### config.mk
export PLATFORM = sky130hd
export DESIGN_NAME = lmrd_peak
export DESIGN_NICKNAME = d
export VERILOG_FILES = /design/src/hdl/lmrd_pkg.sv /design/src/hdl/lmrd_peak.sv
export SDC_FILE = /design/constraint.sdc
export NUM_CORES = 1
export LEC_CHECK = 0
export ABC_AREA = 1
export ABC_CLOCK_PERIOD_IN_PS = 8700
export BUFFER_PORTS_ARGS = -buffer_cell sky130_fd_sc_hd__buf_2
export CAP_MARGIN = 20
export CORE_MARGIN = 2
export CORE_UTILIZATION = 51
export DETAILED_ROUTE_END_ITERATION = 7
export GPL_ROUTABILITY_DRIVEN = 0
export PLACE_DENSITY = 0.74
export SYNTH_ARGS = -nofsm -noshare
export SYNTH_HDL_FRONTEND = slang
export SYNTH_SLANG_ARGS = --single-unit
### constraint.sdc
create_clock -name clock -period 8.7 [get_ports clock]
set_input_delay 1.74 -clock clock [delete_from_list [all_inputs] [get_ports clock]]
set_output_delay 1.74 -clock clock [all_outputs]
set_load 0.02 [all_outputs]
### src/hdl/lmrd_pkg.sv
// Shared types and constants for the lane marking row detector.
// No dependencies; lmrd_peak and the top level refer to this package by scoped names.
package lmrd_pkg;

   localparam int MAX_COLS        = 1024;
   localparam int MAX_HALF_WINDOW = 15;
   localparam int ADDR_W          = $clog2(MAX_COLS);
   localparam int CNT_W           = ADDR_W + 1;
   localparam int SIDX_W          = CNT_W + 1;
   localparam int PIX_W           = 8;
   localparam int KW_W            = 4;
   localparam int CSR_W           = 8;
   localparam int CSR_IDX_W       = 1;

   localparam logic [CSR_IDX_W-1:0] CSR_MIN_DIFF    = 1'd0;
   localparam logic [CSR_IDX_W-1:0] CSR_PEAK_WINDOW = 1'd1;

   localparam logic [PIX_W-1:0] MIN_DIFF_RESET    = 8'd10;
   localparam logic [KW_W-1:0]  PEAK_WINDOW_RESET = 4'd2;

   localparam logic OP_LOAD = 1'b0;
   localparam logic OP_READ = 1'b1;

   typedef struct packed {
      logic             operation;
      logic [PIX_W-1:0] gray;
      logic             object_flag;
      logic             last_in_row;
   } lmrd_req_type;

   typedef struct packed {
      logic lane_flag;
      logic last_of_row;
   } lmrd_rsp_type;

   // pixel memory word: pixel, mask bit and the lane mark written back by the scan
   typedef struct packed {
      logic [PIX_W-1:0] gray;
      logic             obj;
      logic             lane;
   } lmrd_aword_type;

   // edge memory word: responses and the nearest edges at or after the column
   typedef struct packed {
      logic [PIX_W-1:0]  rise;
      logic [PIX_W-1:0]  fall;
      logic              nr_v;
      logic [ADDR_W-1:0] nr;
      logic              nf_v;
      logic [ADDR_W-1:0] nf;
   } lmrd_bword_type;

   typedef struct packed {
      logic [ADDR_W-1:0] raddr;
      logic              we;
      logic [ADDR_W-1:0] waddr;
      lmrd_bword_type    wdata;
   } lmrd_bport_type;

endpackage

### src/hdl/lmrd_peak.sv
// Sliding-window peak suppression sequencer over one channel of the edge memory.
// Depends on lmrd_pkg; drives the edge memory port through lmrd_bport_type.
module lmrd_peak (
   input  logic                          clock,
   input  logic                          reset,
   input  logic                          start,
   input  logic                          sel,
   input  logic [lmrd_pkg::CNT_W-1:0]    half_win,
   input  logic [lmrd_pkg::CNT_W-1:0]    row_len,
   input  lmrd_pkg::lmrd_bword_type      rdata,
   output lmrd_pkg::lmrd_bport_type      port,
   output logic                          done
);

   localparam logic [2:0] P_IDLE     = 3'd0;
   localparam logic [2:0] P_DECIDE   = 3'd1;
   localparam logic [2:0] P_SCAN_RD  = 3'd2;
   localparam logic [2:0] P_SCAN_USE = 3'd3;
   localparam logic [2:0] P_EXT_RD   = 3'd4;
   localparam logic [2:0] P_EXT_USE  = 3'd5;
   localparam logic [2:0] P_VC_RD    = 3'd6;
   localparam logic [2:0] P_VC_USE   = 3'd7;

   logic [2:0]                      state_ff, state_in;
   logic [lmrd_pkg::CNT_W-1:0]      col_ff, col_in;
   logic [lmrd_pkg::CNT_W-1:0]      midx_ff, midx_in;
   logic [lmrd_pkg::CNT_W-1:0]      scan_ff, scan_in;
   logic [lmrd_pkg::PIX_W-1:0]      mval_ff, mval_in;
   logic                            first_ff, first_in;
   logic                            sfirst_ff, sfirst_in;
   logic [lmrd_pkg::PIX_W-1:0]      val;
   logic [lmrd_pkg::CNT_W-1:0]      win_lo;
   logic [lmrd_pkg::CNT_W-1:0]      win_hi;
   lmrd_pkg::lmrd_bword_type        zeroed;

   assign val    = sel ? rdata.fall : rdata.rise;
   assign win_lo = col_ff - half_win;
   assign win_hi = col_ff + half_win;

   always_comb begin
      zeroed = rdata;
      if (sel) begin
         zeroed.fall = '0;
      end else begin
         zeroed.rise = '0;
      end
   end

   always_comb begin
      state_in   = state_ff;
      col_in     = col_ff;
      midx_in    = midx_ff;
      scan_in    = scan_ff;
      mval_in    = mval_ff;
      first_in   = first_ff;
      sfirst_in  = sfirst_ff;
      done       = 1'b0;
      port.raddr = col_ff[lmrd_pkg::ADDR_W-1:0];
      port.we    = 1'b0;
      port.waddr = col_ff[lmrd_pkg::ADDR_W-1:0];
      port.wdata = zeroed;
      case (state_ff)
         P_IDLE: begin
            if (start) begin
               col_in   = half_win;
               first_in = 1'b1;
               state_in = P_DECIDE;
            end
         end
         P_DECIDE: begin
            if (win_hi >= row_len) begin
               done     = 1'b1;
               state_in = P_IDLE;
            end else if (first_ff || (midx_ff < win_lo)) begin
               // first window, or window max fell out on the left: rescan the whole window
               scan_in   = win_lo;
               midx_in   = win_lo;
               sfirst_in = 1'b1;
               state_in  = P_SCAN_RD;
            end else begin
               state_in = P_EXT_RD;
            end
         end
         P_SCAN_RD: begin
            port.raddr = scan_ff[lmrd_pkg::ADDR_W-1:0];
            state_in   = P_SCAN_USE;
         end
         P_SCAN_USE: begin
            first_in  = 1'b0;
            sfirst_in = 1'b0;
            if (sfirst_ff || (val > mval_ff)) begin
               mval_in = val;
               midx_in = scan_ff;
            end
            if (scan_ff == win_hi) begin
               state_in = P_VC_RD;
            end else begin
               scan_in  = scan_ff + 1'b1;
               state_in = P_SCAN_RD;
            end
         end
         P_EXT_RD: begin
            port.raddr = win_hi[lmrd_pkg::ADDR_W-1:0];
            state_in   = P_EXT_USE;
         end
         P_EXT_USE: begin
            if (val > mval_ff) begin
               mval_in = val;
               midx_in = win_hi;
            end
            state_in = P_VC_RD;
         end
         P_VC_RD: begin
            state_in = P_VC_USE;
         end
         P_VC_USE: begin
            // drop a response that is not the window maximum
            port.we  = (val != mval_ff);
            col_in   = col_ff + 1'b1;
            state_in = P_DECIDE;
         end
         default: begin
            state_in = P_IDLE;
         end
      endcase
   end

   always_ff @(posedge clock) begin
      if (reset) begin
         state_ff <= P_IDLE;
      end else begin
         state_ff <= state_in;
      end
      col_ff    <= col_in;
      midx_ff   <= midx_in;
      scan_ff   <= scan_in;
      mval_ff   <= mval_in;
      first_ff  <= first_in;
      sfirst_ff <= sfirst_in;
   end

endmodule

==> flow_summary_export.csv <==
group,metric,value,unit
worst_setup_path,setup.worst_path.start_class,"input port",
power,power_density,189,nW/um^2
logic_synthesis,synthTopCellsByCount,"117 x nand2_1, 107 x inv_1, 51 x ha_1",
drt,vias_per_cell,5.37,
worst_setup_path,critPathMaxFanout,7,
logic_synthesis,ys_types,46,
global_routing,grt_use_total,22.9,%
die,initial_core_util,51.9,%
clock_tree,cts_resized,0,
die,design.die.area,10700,sq um
logic_synthesis,synth_edf_count,43,
die,die_w,103,microns
logic_synthesis,syn_area,5020,sq um
drt,postRouteAntennaNets,0,
sta,layout_min_cycle_time,6.09,ns
logic_synthesis,synth_area_leaders,"edfxtp_1 26%, ha_1 13%, nand2_1 8.7%",
logic_synthesis,mappedNetlistNets,781,
clock_tree,ctsHoldBuffers,0,
global_routing,grt_first_pass_wirelength,19.2,mm
clock_tree,cts_tree,"yes",
logic_synthesis,netlist_instances,664,
clock_tree,cts_made_buffers,5,
drt,post_drt_wl_per_cell,14.4,microns
outcome,status,"finished clean",
logic_synthesis,synth_top_flop_cell,"edfxtp_1",
sta,rsz0062_at_grt,"no",
die,die_h,103,microns
worst_setup_path,r2r-end,"scan_ff[8]$_DFFE_PP_",
sta,setup_viol,0,
sta,tightest_slew,0.731,ns
drt,drt-total-wl,12.1,mm
worst_setup_path,r2r_slack,4.64,ns
final_layout,syn_to_final_growth,6.25,%
drt,drt_iter0_markers,319,
place,hpwl,9.99,mm
clock_tree,clock-sinks,46,
worst_setup_path,critPathRequiredTime,6.96,ns
logic_synthesis,ys_warn_count,0,
final_layout,antennaDiodeCount,0,
clock_tree,cts_max_level,2,
clock_tree,ctsRootBufferMaster,"clkbuf_8",
logic_synthesis,syn_area_per_cell,7.56,sq um
power,swShare,45.8,%
power,p_sw,0.000461,W
place,placed_cells,828,
min_path,hp-class,"reg2reg",
die,ios,124,
sta,hold_viol,0,
die,core,9680,sq um
power,max-vdd-ir-drop,0.0746,mV
worst_setup_path,critPathCaptureType,"output pin",
final_layout,regArea,1350,sq um
power,comb_power_share,53.3,%
worst_setup_path,critPathArrivalTime,4.35,ns
power,p_int,0.000545,W
logic_synthesis,synth_top_area_share,25.7,%
logic_synthesis,synth_most_common_cell,"nand2_1",
drt,drc,0,
final_layout,nets,820,
worst_setup_path,crit_start,"half_win[5]",
global_routing,grt_max_degree,33,
logic_synthesis,synth_top_cell_by_area,"edfxtp_1",
place,place_ws,2.61,ns
run,maxCapViolCount,0,
min_path,hp-start,"state_ff[0]$_SDFFE_PP0P_",
logic_synthesis,yosysSeqAreaShare,26.9,%
clock_tree,clk_latency,0.31,ns
worst_setup_path,worst-setup-path-type,"in2out",
final_layout,finalNonFillerCells,837,
worst_setup_path,worst-r2r-cell-count,21,
final_layout,drive_above_1_share,20.6,%
clock_tree,clkTransAtPathRegs,0.08,ns
place,io_buffers,79,
final_layout,final_util,55.1,%
final_layout,num-fill-cells,929,
final_layout,multi_input_area,2890,sq um
clock_tree,cts_setup_buffers,0,
min_path,hold_depth,3,
sta,postLayoutSetupSlackWorst,2.61,ns
drt,first_pass_iters,6,
sta,whs,0.673,ns
logic_synthesis,ys_ff_latch,46,
power,p_leak,2.63,nW
sta,tns,0,ns
die,rows,36,
drt,route.vias.total,4496,
power,seqPwrFrac,33.3,%
min_path,holdPathEnd,"state_ff[1]$_SDFFE_PP0P_",
sta,skew,0.00944,ns
power,clkPwrFrac,13.3,%
clock_tree,clockBufferDepth,2,
sta,relSlewSlack,51.1,%
global_routing,antenna_found_initial,0,
global_routing,grt_overflow,0,
worst_setup_path,regToRegStartpoint,"col_ff[0]$_DFFE_PP_",
sta,post-route-period-util,70.0,%
logic_synthesis,async_flop_share,0,%
sta,maxSlewViolCount,0,
sta,fmax,0.164,GHz
global_routing,grt_pass1_vias,4127,
## kinds of logic (layout without fill, tap and decap cells)
family | after synthesis | after routing | synth area share (%)
mux | 1 | 1 | 0.199
fa+ha+maj | 53 | 53 | 13.5
simple gates | 263 | 263 | 25.1
flops | 46 | 46 | 26.9
buf+inv | 164 | 204 | 15.6
xor+xnor | 22 | 22 | 4.53
compound gates | 115 | 115 | 14.2
## layout make-up
class	instances	area share [%]
well taps	133	3.12
clock buffers	6	1.36
multi-input cells	454	54.1
inverters	115	8.18
flip-flops and latches	46	25.3
repair buffers	81	7.69
clock inverters	2	0.188
## routing by layer
layer / part of all wire, % / GRT usage (%) / up-vias / wire, microns
met5: 0 / 0 / - / 0
li1: - / - / 2249 / -
met1: 45 / 31.3 / 2060 / 5480
met2: 46 / 38.2 / 158 / 5610
met3: 6.3 / 3.43 / 29 / 755
met4: 1.9 / 5.97 / 0 / 235
## sequential cells by signal, indices dropped and copies added (netlist names)
signal	cells
midx_ff	11
mval_ff	8
first_ff	1
sfirst_ff	1
state_ff	3
scan_ff	11
col_ff	11
## critical path, cell delays in order
cell and delay (ns):
buf_2 0.10, inv_1 0.05, ha_1 0.50, inv_4 0.08, nand2_2 0.08, nand2_2 0.07
inv_2 0.09, nand3_2 0.10, nand2_2 0.09, nand3_1 0.09, nand2_1 0.14, inv_1 0.06
ha_1 0.31, nand3_1 0.08, or3_1 0.40, nand3_1 0.09, nand2_1 0.07, inv_1 0.06
buf_2 0.15
## layout by cell type (no fill, tap or decap), types with 2 or more instances in the layout
cell	Yosys	final
nand2_1	117	117
inv_1	107	107
buf_2	3	79
ha_1	51	51
nor2_1	47	47
edfxtp_1	43	43
nand3_1	36	36
a21oi_1	35	35
o21ai_0	32	32
xor2_1	19	19
nand2_2	16	16
o221ai_1	14	14
nand4_1	12	12
nor2_2	8	8
o21bai_1	7	7
o21ai_1	7	7
nor3_1	6	6
nand3_2	6	6
a21oi_2	5	5
inv_2	5	5
o22ai_1	5	5
clkbuf_8	0	5
o211ai_1	3	3
nor2_4	3	3
nor3_2	3	3
dfxtp_1	3	3
a21oi_4	2	2
inv_4	2	2
nand2_4	2	2
a22oi_1	2	2
or2_2	2	2
xnor3_1	2	2
fa_1	2	2
clkinv_2	0	2
buf_4	36	2
## worst max-delay path by stage
stage                      end  slack (ns)  cells past startpoint
final                     done        2.61                     19
after global routing      done        2.37                     19
after CTS                 done        2.60                     19
after detailed placement  done        2.61                     19
after global placement    done        2.71                     19
after floorplan           done        3.05                     17
## stage by stage
stage	power, W	instance area [sq um]
4_1_cts	0.00100	5330
5_1_grt	0.00108	5340
3_5_place_dp	0.000869	5250
3_3_place_gp	0.000847	5250
6_report	0.00101	5340
2_1_floorplan	0.000753	5020
## power by group through the flow
stage	Sequential, W	Clock (W)	Combinational, W
after floorplan	0.000330	0	0.000423
after global placement	0.000337	0	0.000509
after detailed placement	0.000341	0	0.000528
after CTS	0.000335	0.000135	0.000531
after global routing	0.000341	0.000142	0.000600
final	0.000335	0.000134	0.000537
Note: power is estimated with default switching activity, not from simulation.
